**src/sv/mdls_pkg.sv**
```systemverilog
// package for the morse digit led sequencer
// types, register indexes, segment positions and the digit code table
// no dependencies
package mdls_pkg;

  typedef struct packed {
    logic       command;
    logic [7:0] character;
  } cmd_t;

  typedef struct packed {
    logic        led_on;
    logic [15:0] duration_ms;
    logic        last;
  } result_t;

  typedef struct packed {
    logic [15:0] dot_ms;
    logic [15:0] dash_ms;
    logic [15:0] element_gap_ms;
    logic [15:0] letter_gap_ms;
    logic [15:0] word_gap_ms;
    logic [15:0] flutter_ms;
  } cfg_t;

  typedef enum logic [1:0] {
    KIND_OTHER,
    KIND_DIGIT,
    KIND_PERIOD,
    KIND_PREAMBLE
  } kind_t;

  typedef struct packed {
    kind_t      kind;
    logic [4:0] code;
  } desc_t;

  typedef enum logic {
    BK_IDLE,
    BK_RUN
  } bk_state_t;

  localparam logic [2:0] REG_DOT_MS         = 3'd0;
  localparam logic [2:0] REG_DASH_MS        = 3'd1;
  localparam logic [2:0] REG_ELEMENT_GAP_MS = 3'd2;
  localparam logic [2:0] REG_LETTER_GAP_MS  = 3'd3;
  localparam logic [2:0] REG_WORD_GAP_MS    = 3'd4;
  localparam logic [2:0] REG_FLUTTER_MS     = 3'd5;

  localparam logic [15:0] RST_DOT_MS         = 16'd350;
  localparam logic [15:0] RST_DASH_MS        = 16'd1050;
  localparam logic [15:0] RST_ELEMENT_GAP_MS = 16'd350;
  localparam logic [15:0] RST_LETTER_GAP_MS  = 16'd1050;
  localparam logic [15:0] RST_WORD_GAP_MS    = 16'd2450;
  localparam logic [15:0] RST_FLUTTER_MS     = 16'd50;

  localparam logic [7:0] CHAR_ZERO   = 8'h30;
  localparam logic [7:0] CHAR_NINE   = 8'h39;
  localparam logic [7:0] CHAR_PERIOD = 8'h2E;

  localparam logic [3:0] SEG_OPEN          = 4'd0;
  localparam logic [3:0] SEG_LAST_PREAMBLE = 4'd10;
  localparam logic [3:0] SEG_LAST_DIGIT    = 4'd10;
  localparam logic [3:0] SEG_LAST_PERIOD   = 4'd11;

  // first element in bit 4, dash is 1
  function automatic logic [4:0] digit_code(input logic [3:0] digit);
    logic [4:0] code;
    case (digit)
      4'd0: code = 5'b11111;
      4'd1: code = 5'b01111;
      4'd2: code = 5'b00111;
      4'd3: code = 5'b00011;
      4'd4: code = 5'b00001;
      4'd5: code = 5'b00000;
      4'd6: code = 5'b10000;
      4'd7: code = 5'b11000;
      4'd8: code = 5'b11100;
      4'd9: code = 5'b11110;
      default: code = 5'b00000;
    endcase
    return code;
  endfunction

endpackage

```
**src/sv/mdls_front.sv**
```systemverilog
// front end: accepts a command transfer and classifies it into a descriptor
// depends on mdls_pkg
module mdls_front (
  input  logic              start,
  input  logic              busy,
  input  mdls_pkg::cmd_t    item,
  output logic              push,
  output mdls_pkg::desc_t   desc
);

  logic [7:0] offset;

  assign push   = start & ~busy;
  assign offset = item.character - mdls_pkg::CHAR_ZERO;

  always_comb begin
    desc.code = 5'b00000;
    if (item.command) begin
      desc.kind = mdls_pkg::KIND_PREAMBLE;
    end else if (item.character == mdls_pkg::CHAR_PERIOD) begin
      desc.kind = mdls_pkg::KIND_PERIOD;
    end else if (item.character >= mdls_pkg::CHAR_ZERO &&
                 item.character <= mdls_pkg::CHAR_NINE) begin
      desc.kind = mdls_pkg::KIND_DIGIT;
      desc.code = mdls_pkg::digit_code(offset[3:0]);
    end else begin
      desc.kind = mdls_pkg::KIND_OTHER;
    end
  end

endmodule

```
**src/sv/mdls_queue.sv**
```systemverilog
// descriptor queue between front end and sequencer
// depends on mdls_pkg
module mdls_queue #(
  parameter int DEPTH = 4
) (
  input  logic            clk,
  input  logic            rst,
  input  logic            push,
  input  mdls_pkg::desc_t wr_data,
  input  logic            pop,
  output mdls_pkg::desc_t rd_data,
  output logic            full,
  output logic            empty
);

  localparam int PTR_W = (DEPTH > 1) ? $clog2(DEPTH) : 1;
  localparam int CNT_W = $clog2(DEPTH + 1);

  mdls_pkg::desc_t mem [DEPTH];
  logic [PTR_W-1:0] wr_ptr;
  logic [PTR_W-1:0] rd_ptr;
  logic [CNT_W-1:0] count;

  assign full    = (count == CNT_W'(DEPTH));
  assign empty   = (count == '0);
  assign rd_data = mem[rd_ptr];

  always_ff @(posedge clk) begin
    if (push) begin
      mem[wr_ptr] <= wr_data;
    end
  end

  always_ff @(posedge clk) begin
    if (rst) begin
      wr_ptr <= '0;
      rd_ptr <= '0;
      count  <= '0;
    end else begin
      if (push) begin
        wr_ptr <= (wr_ptr == PTR_W'(DEPTH - 1)) ? '0 : wr_ptr + 1'b1;
      end
      if (pop) begin
        rd_ptr <= (rd_ptr == PTR_W'(DEPTH - 1)) ? '0 : rd_ptr + 1'b1;
      end
      case ({push, pop})
        2'b10:   count <= count + 1'b1;
        2'b01:   count <= count - 1'b1;
        default: count <= count;
      endcase
    end
  end

`ifndef SYNTH
  a_no_push_full: assert property (@(posedge clk) disable iff (rst) push |-> !full)
    else $error("queue written while full");
  a_no_pop_empty: assert property (@(posedge clk) disable iff (rst) pop |-> !empty)
    else $error("queue read while empty");
  a_count_up: assert property (@(posedge clk) disable iff (rst)
      (push && !pop) |=> (count == $past(count) + 1'b1))
    else $error("queue count did not follow a write");
`endif

endmodule

```
**src/sv/mdls_back.sv**
```systemverilog
// sequencer: turns one descriptor into its run of led segments, one per cycle
// depends on mdls_pkg
module mdls_back (
  input  logic              clk,
  input  logic              rst,
  input  mdls_pkg::cfg_t    cfg,
  input  mdls_pkg::desc_t   rd_data,
  input  logic              empty,
  output logic              pop,
  output logic              strobe,
  output mdls_pkg::result_t result
);

  mdls_pkg::bk_state_t state;
  mdls_pkg::bk_state_t state_next;
  mdls_pkg::desc_t     desc;
  mdls_pkg::desc_t     desc_next;
  logic [3:0]          seg;
  logic [3:0]          seg_next;
  mdls_pkg::result_t   seg_res;
  logic                seg_last;

  // segment at the current position
  always_comb begin
    seg_res = '0;
    case (desc.kind)
      mdls_pkg::KIND_PREAMBLE: begin
        if (seg == mdls_pkg::SEG_LAST_PREAMBLE) begin
          seg_res.duration_ms = cfg.word_gap_ms;
          seg_res.last        = 1'b1;
        end else begin
          seg_res.led_on      = ~seg[0];
          seg_res.duration_ms = cfg.flutter_ms;
        end
      end
      mdls_pkg::KIND_PERIOD: begin
        if (seg == mdls_pkg::SEG_OPEN) begin
          seg_res.duration_ms = cfg.letter_gap_ms;
        end else if (seg == mdls_pkg::SEG_LAST_PERIOD) begin
          seg_res.duration_ms = cfg.letter_gap_ms;
          seg_res.last        = 1'b1;
        end else begin
          seg_res.led_on      = seg[0];
          seg_res.duration_ms = cfg.flutter_ms;
        end
      end
      mdls_pkg::KIND_DIGIT: begin
        if (seg == mdls_pkg::SEG_OPEN) begin
          seg_res.duration_ms = cfg.letter_gap_ms;
        end else if (seg[0]) begin
          seg_res.led_on      = 1'b1;
          seg_res.duration_ms = desc.code[4] ? cfg.dash_ms : cfg.dot_ms;
        end else begin
          seg_res.duration_ms = cfg.element_gap_ms;
          seg_res.last        = (seg == mdls_pkg::SEG_LAST_DIGIT);
        end
      end
      default: begin
        seg_res.duration_ms = cfg.letter_gap_ms;
        seg_res.last        = 1'b1;
      end
    endcase
  end

  assign seg_last = seg_res.last;

  always_comb begin
    state_next = state;
    desc_next  = desc;
    seg_next   = seg;
    pop        = 1'b0;
    case (state)
      mdls_pkg::BK_IDLE: begin
        if (!empty) begin
          pop        = 1'b1;
          desc_next  = rd_data;
          seg_next   = mdls_pkg::SEG_OPEN;
          state_next = mdls_pkg::BK_RUN;
        end
      end
      mdls_pkg::BK_RUN: begin
        if (seg_last) begin
          if (!empty) begin
            pop       = 1'b1;
            desc_next = rd_data;
            seg_next  = mdls_pkg::SEG_OPEN;
          end else begin
            state_next = mdls_pkg::BK_IDLE;
          end
        end else begin
          seg_next = seg + 1'b1;
          // step to the next element after each lit digit segment
          if (desc.kind == mdls_pkg::KIND_DIGIT && seg[0]) begin
            desc_next.code = {desc.code[3:0], 1'b0};
          end
        end
      end
      default: begin
        state_next = mdls_pkg::BK_IDLE;
      end
    endcase
  end

  always_ff @(posedge clk) begin
    if (rst) begin
      state  <= mdls_pkg::BK_IDLE;
      strobe <= 1'b0;
    end else begin
      state  <= state_next;
      strobe <= (state == mdls_pkg::BK_RUN);
    end
  end

  always_ff @(posedge clk) begin
    desc   <= desc_next;
    seg    <= seg_next;
    result <= seg_res;
  end

`ifndef SYNTH
  a_idle_quiet: assert property (@(posedge clk) disable iff (rst)
      (state == mdls_pkg::BK_IDLE) |=> !strobe)
    else $error("result transfer without a running descriptor");
  a_pop_at_boundary: assert property (@(posedge clk) disable iff (rst)
      pop |-> ((state == mdls_pkg::BK_IDLE) || seg_last))
    else $error("descriptor taken in the middle of a run");
  a_run_ends: assert property (@(posedge clk) disable iff (rst)
      ((state == mdls_pkg::BK_RUN) && seg_last && empty) |=> (state == mdls_pkg::BK_IDLE))
    else $error("sequencer kept running past the final segment");
`endif

endmodule

```
**src/sv/morse_digit_led_sequencer.sv**
```systemverilog
// morse digit led sequencer, top level: register file, front end, queue, sequencer
// from idle, a start transfer is written to the queue, loaded into the sequencer, then registered onto result
// throughput: one segment a cycle; a run is 1 to 12 segments, back to back
// busy rises only while the descriptor queue is full; results cannot be stalled
// rst (synchronous) restores register defaults and empties queue and sequencer
// depends on mdls_pkg, mdls_front, mdls_queue, mdls_back
module morse_digit_led_sequencer #(
  parameter int QUEUE_DEPTH = 4
) (
  input  logic              clk,
  input  logic              rst,
  input  logic              start,
  output logic              busy,
  input  mdls_pkg::cmd_t    item,
  output logic              strobe,
  output mdls_pkg::result_t result,
  input  logic              cfg_we,
  input  logic [2:0]        cfg_index,
  input  logic [15:0]       cfg_data
);

  mdls_pkg::cfg_t  cfg;
  mdls_pkg::desc_t wr_desc;
  mdls_pkg::desc_t rd_desc;
  logic            push;
  logic            pop;
  logic            full;
  logic            empty;

  always_ff @(posedge clk) begin
    if (rst) begin
      cfg.dot_ms         <= mdls_pkg::RST_DOT_MS;
      cfg.dash_ms        <= mdls_pkg::RST_DASH_MS;
      cfg.element_gap_ms <= mdls_pkg::RST_ELEMENT_GAP_MS;
      cfg.letter_gap_ms  <= mdls_pkg::RST_LETTER_GAP_MS;
      cfg.word_gap_ms    <= mdls_pkg::RST_WORD_GAP_MS;
      cfg.flutter_ms     <= mdls_pkg::RST_FLUTTER_MS;
    end else if (cfg_we) begin
      case (cfg_index)
        mdls_pkg::REG_DOT_MS:         cfg.dot_ms         <= cfg_data;
        mdls_pkg::REG_DASH_MS:        cfg.dash_ms        <= cfg_data;
        mdls_pkg::REG_ELEMENT_GAP_MS: cfg.element_gap_ms <= cfg_data;
        mdls_pkg::REG_LETTER_GAP_MS:  cfg.letter_gap_ms  <= cfg_data;
        mdls_pkg::REG_WORD_GAP_MS:    cfg.word_gap_ms    <= cfg_data;
        mdls_pkg::REG_FLUTTER_MS:     cfg.flutter_ms     <= cfg_data;
        default: ;
      endcase
    end
  end

  assign busy = full;

  mdls_front u_front (
    .start (start),
    .busy  (busy),
    .item  (item),
    .push  (push),
    .desc  (wr_desc)
  );

  mdls_queue #(
    .DEPTH (QUEUE_DEPTH)
  ) u_queue (
    .clk     (clk),
    .rst     (rst),
    .push    (push),
    .wr_data (wr_desc),
    .pop     (pop),
    .rd_data (rd_desc),
    .full    (full),
    .empty   (empty)
  );

  mdls_back u_back (
    .clk     (clk),
    .rst     (rst),
    .cfg     (cfg),
    .rd_data (rd_desc),
    .empty   (empty),
    .pop     (pop),
    .strobe  (strobe),
    .result  (result)
  );

endmodule

```
**config.mk**
```make
export PLATFORM = sky130hd
export DESIGN_NAME = morse_digit_led_sequencer
export DESIGN_NICKNAME = d
export VERILOG_FILES = /design/src/sv/mdls_pkg.sv /design/src/sv/mdls_front.sv /design/src/sv/mdls_queue.sv /design/src/sv/mdls_back.sv /design/src/sv/morse_digit_led_sequencer.sv
export SDC_FILE = /design/constraint.sdc
export NUM_CORES = 1
export LEC_CHECK = 0
export BUFFER_PORTS_ARGS = -buffer_cell sky130_fd_sc_hd__clkbuf_2
export CELL_PAD_IN_SITES_DETAIL_PLACEMENT = 1
export CELL_PAD_IN_SITES_GLOBAL_PLACEMENT = 1
export CORE_UTILIZATION = 42
export CTS_CLUSTER_DIAMETER = 40
export DETAILED_ROUTE_END_ITERATION = 8
export PLACE_DENSITY_LB_ADDON = 0.1
export SYNTH_ARGS = -nofsm -noshare
export SYNTH_HDL_FRONTEND = slang
export SYNTH_SLANG_ARGS = --single-unit
```
**constraint.sdc**
```tcl
create_clock -name clk -period 3 [get_ports clk]
set_input_delay 0.75 -clock clk [delete_from_list [all_inputs] [get_ports clk]]
set_output_delay 0.75 -clock clk [all_outputs]
set_load 0.02 [all_outputs]
```
Word level (Yosys, flattened, before mapping). Memories as Yosys holds them, arrays and structs flattened. A register that Yosys moved wholly into a read port is not among the register bits. Index checks and enable logic that the tools add are counted.

Input bits: 32. RAM bits: 28. Bits in registers: 134. Memories: 2. Memory bits (read-only): 80. Word-level logic and storage cells: 105. Output and inout bits: 20.

Bitwise operators: 4. Equal/unequal tests: 18. $lt $le $gt $ge: 2. Reductions and logical operators: 12. Add/subtract/negate cells: 6. Multiplexer cells: 44.

Memory list: (no name shown) (words 16, bits a word 5, rd ports 1, clocked after memory_dff 0, wr ports 0, line mdls_pkg.sv:69) `case (digit)`; u_queue.mem (words 4, bits a word 7, rd ports 1, clocked after memory_dff 1, wr ports 1, line mdls_queue.sv:19) `mdls_pkg::desc_t mem [DEPTH];`.

Operator list (count): $mux 16 (6); $pmux 17 s3 (1); $mux 5 (5); $mux 1 (16); $mux 2 (7); $pmux 7 s2 (1); $reduce_and 2->1 (6); $eq 2x2->1 const B (5); $eq 3x3->1 const B (3); $eq 4x4->1 const B (2); $eq 8x6->1 const B (1); $ge 8x6->1 const B (1); $le 8x6->1 const B (1); $mux 4 (2); $pmux 4 s2 (1); $mux 7 (1); $eq 3x2->1 const B (2); $logic_not 3->1 (2); $pmux 3 s2 (1); $add 2x1->2 const B (2); $add 4x1->4 const B (1); $eq 2x1->1 const B (2); $logic_not 4->1 (1); $pmux 1 s2 (2); other kinds (11) (14).

Depth between registers and ports, before layout.
Depth after elaboration: 8. Gate-level depth with buffers: 13. Gate-level depth less buffers: 11.

Hierarchy. From an unflattened synthesis, not the netlist that was laid out.

Cell total of the unflattened synthesis: 643. Area total of the unflattened synthesis: 7219.4 um^2.

By module, submodules not included: morse_digit_led_sequencer (times used 1, cells an instance 349, sequential area each 1921.8 um^2, area an instance 3798.6 um^2); mdls_back (times used 1, cells an instance 189, sequential area each 690.7 um^2, area an instance 1809.2 um^2); mdls_queue (times used 1, cells an instance 85, sequential area each 1021.0 um^2, area an instance 1461.4 um^2); mdls_front (times used 1, cells an instance 20, sequential area each 0.0 um^2, area an instance 150.1 um^2).

Worst setup path before layout. No wires, ideal clock.

Path kind: register to register. Start point: reg u_back.seg[0]. End point: reg u_queue.count[2]. Path buffers: 2. Path slack: 0.025 ns. Library setup time: 0.070 ns. Clock period less this slack: 2.975 ns. Data arrival time: 2.904 ns. Required time: 2.930 ns. Cell stages (with the launch flop): 14. Cells stage by stage: dfxtp_1 clkbuf_1 inv_1 ha_1 nor3b_1 o211a_1 clkbuf_1 nor3_1 ha_1 inv_1 fa_1 xor2_1 or3_1 a21oi_1.

Longest elaborated chain between the ends: 8. Elaborated cells between the ends (all ways): 15. Those cells by class: eq/ne: 4; mux: 9; reduce/logical: 2.

Ends and longest elaborated chain: start, declared (line mdls_back.sv:18) `logic [3:0] seg;`; start signal, assigned (line mdls_back.sv:116) `seg <= seg_next;`; $eq 4x4->1 (on tied branches) (line mdls_back.sv:28, mdls_back.sv:55, mdls_back.sv:39); $mux 1 (on tied branches) (line mdls_back.sv:50, mdls_back.sv:39); $mux 1 (on tied branches) (line mdls_back.sv:48, mdls_back.sv:37); $pmux 17 s3 * (line mdls_back.sv:26) `case (desc.kind)`; $mux 1 * (line mdls_back.sv:82) `if (seg_last) begin`; $pmux 1 s2 * (line mdls_back.sv:72) `case (state)`; net pop (line morse_digit_led_sequencer.sv:26) `logic pop;`; $eq 2x1->1 / $eq 2x2->1 (equally long branches) (line mdls_queue.sv:46) `case ({push, pop})`; $pmux 3 s2 / $reduce_bool 2->1 (equally long branches); end signal, assigned (line mdls_queue.sv:47) `2'b10: count <= count + 1'b1;`; end signal, assigned (line mdls_queue.sv:48) `2'b01: count <= count - 1'b1;`; end signal, assigned (line mdls_queue.sv:49) `default: count <= count;`; end, declared (line mdls_queue.sv:22) `logic [CNT_W-1:0] count;`.

Mark *: on every way through the listed nets, which the timed path passes. The rest lies on a longest branch. A chain may end at the register's enable or synchronous reset.

Worst setup path after layout. Same ends and word-level chain as after synthesis.

==> results.cfg <==
[outcome]
status = complete, no violations

[logic_synthesis]
synth-async-reset-ratio_pct = 0
ys.flop_type = dfxtp_1
syn_nets = 779
synth-edff-count = 35
ys_ff_latch = 164
synth_most_common_cell = nand2_1
yosysTopAreaCell = dfxtp_1
ys_types = 48
netlist_top_cells_area = dfxtp_1 38%, edfxtp_1 15%, nand2_1 11%
synth-seq-area-share_pct = 52.9
synth.avg_cell_area_um2 = 9.31
syn_inst = 737
synth_common_cells = 202 x nand2_1, 129 x dfxtp_1, 77 x a21oi_1
yosysWarnings = 0
synth_top_area_share_pct = 37.6
netlist_area_mm2 = 0.00686

[floorplan]
fp-row-count = 46
initial_core_util_pct = 43.0
io_pins = 52
die_y_um = 130
dieWidth_um = 130
coreArea_mm2 = 0.0159
die_area_mm2 = 0.0169

[placed_design]
port_buffers = 51
dp_hpwl_um = 12600
gp_congestion = 0.813

[cts]
hold_buffers = 0
cts_setup_buffers = 0
cts_tree = built
insertion_delay_ns = 0.43
clock_sinks = 164
cts-htree-levels = 4
clock-root-buffer = clkbuf_16
cts_buffer_depth = 2
cts_buffers = 17
cts_resized = 0
clk_transition_reported_paths_ns = 0.06

[global_routing]
grt_pass1_wl_um = 30000
grtUsageTotal_pct = 23.9
grt_overflow = 0
grt_max_degree = 50
antenna_found_initial = 0
grt_pass1_vias = 5660

[critical_path]
crit_type = flop to flop
reg2reg_depth = 11
critPathRequiredTime_ns = 3.36
r2r_end = u_queue.count[2]
start_kind = flop
cp-endpoint = u_queue.count[2]
cp-startpoint = u_back.seg[0]
worstSetupEndpointType = flop
r2r_setup_slack_ns = 0.22
worstPathArrival_ns = 3.14
r2r-start = u_back.seg[0]
path_max_fanout = 3

[timing]
whs_ns = 0.455
max_slew_margin_pct = 41.5
worst_slew_pin_slew_ns = 0.855
finalCritPeriodShare_pct = 92.6
setup-tns-final_ns = 0
drv_slew = 0
hold_viol_final = 0
setup_viol = 0
skew_ns = 0.00807
rsz0062_at_grt = no
fmax_mhz = 360
fin_crit_ns = 2.78

[power_and_ir_drop]
total_power_uw = 6780
vdd_drop_max_mv = 0.405
pwr_density_cell_mw_per_mm2 = 851
p_leak_uw = 0.00318

[routing]
totalWireLength_um = 19000
postRouteAntennaNets = 0
drt-pass1-iter-count = 4
vias_per_cell = 5.42
post-route-drc-count = 0
dr.first_iter.drc_count = 366
wl_per_cell_um = 18.8
vias = 5488

[worst_hold_path]
hold_class = flop to flop
holdPathStages = 2

[finish]
final_net_count = 825
area_growth_pct = 16.1
final_core_util_pct = 50.0
diodes = 0
drive_gt1_share_pct = 15.2

[flow_run]
maxCapViolCount = 0
## cell type report
| type | count | area (um^2) |
|---|---|---|
| clock buffer | 20 | 478 |
| clock inverter | 12 | 118 |
| fill | 1856 | 7980 |
| inverter | 10 | 37.5 |
| multi-input combinational | 515 | 3000 |
| sequential | 164 | 3630 |
| tap | 216 | 270 |
| timing repair buffer | 75 | 435 |
## flip-flops by register name (all words and copies together) (netlist names), named ones only
register,count
cfg,96
u_back.desc,7
u_back.result,18
u_back.seg,4
u_back.state,1
u_back.strobe,1
u_queue.count,3
u_queue.mem,28
u_queue.rd_ptr,2
u_queue.wr_ptr,2
## routing by layer
layer,global-route usage (%),wire [um]
met1,33.0,9310
met5,0,0
met3,4.18,775
met4,7.39,279
met2,38.0,8620
## where the power goes
group,total (uW),switching [uW],leakage (uW),internal (uW)
clock network,2180,928,0.000292,1250
registers,2740,182,0.00138,2560
logic,1860,1170,0.00151,688
total,6780,2290,0.00318,4490
## stage by stage
step / setup slack (ns) / instance area, um^2 / std cells
3_3_place_gp: 0.378 / 7370 / 980
4_1_cts: 0.213 / 7970 / 1012
2_1_floorplan: 0.0253 / 6860 / 737
3_5_place_dp: 0.235 / 7370 / 980
6_report: 0.222 / 7970 / 1012
5_1_grt: 0.0654 / 7970 / 1012
## cells in the final DEF, fill, tap and decap left out, types with 3 or more instances in the layout
cell type,netlist,routed
a2111oi_0,16,16
nor3b_1,4,3
nand2b_1,4,4
mux4_2,7,7
nor3_1,6,4
nand3b_1,32,32
and2_1,5,5
mux2i_1,23,23
nand2_1,202,202
nor2b_1,9,9
or3_1,3,3
dfxtp_1,129,129
ha_1,9,9
clkbuf_2,1,50
nand3_1,4,4
a21oi_1,77,77
a21o_1,16,16
a221o_1,16,16
buf_4,2,24
clkbuf_16,0,18
inv_6,0,3
o21ai_0,15,15
clkinv_4,0,3
edfxtp_1,35,35
inv_1,10,11
nor2_1,38,38
nand4_1,4,4
## worst min path at each step
| stage | start | end |
|---|---|---|
| 3_5_place_dp | cfg[55] | cfg[55] |
| 4_1_cts | cfg[90] | cfg[90] |
| 5_1_grt | cfg[40] | cfg[40] |
| 2_1_floorplan | cfg[80] | cfg[80] |
| 6_report | cfg[90] | cfg[90] |
| 3_3_place_gp | cfg[92] | cfg[92] |
## logic make-up (layout without fill, tap and decap cells)
kind of cell	count (synthesis)	after routing	share of synthesized area (%)
simple gates	320	320	21.2
buf+inv	58	117	3.63
mux	31	31	5.82
fa+ha+maj	10	10	1.93
xor+xnor	2	2	0.255
compound gates	152	152	14.2
flops	164	164	52.9
## worst max-delay path, stage by stage, from the launching register on
cell and delay [ns]:
dfxtp_1 0.37, inv_1 0.09, ha_1 0.22, nor3b_2 0.17, o211a_1 0.24, nor3_1 0.31
ha_1 0.25, inv_1 0.06, fa_1 0.37, xor2_1 0.16, or3_1 0.32, a21oi_1 0.15
No activity file was read; power rests on OpenSTA's default activity.
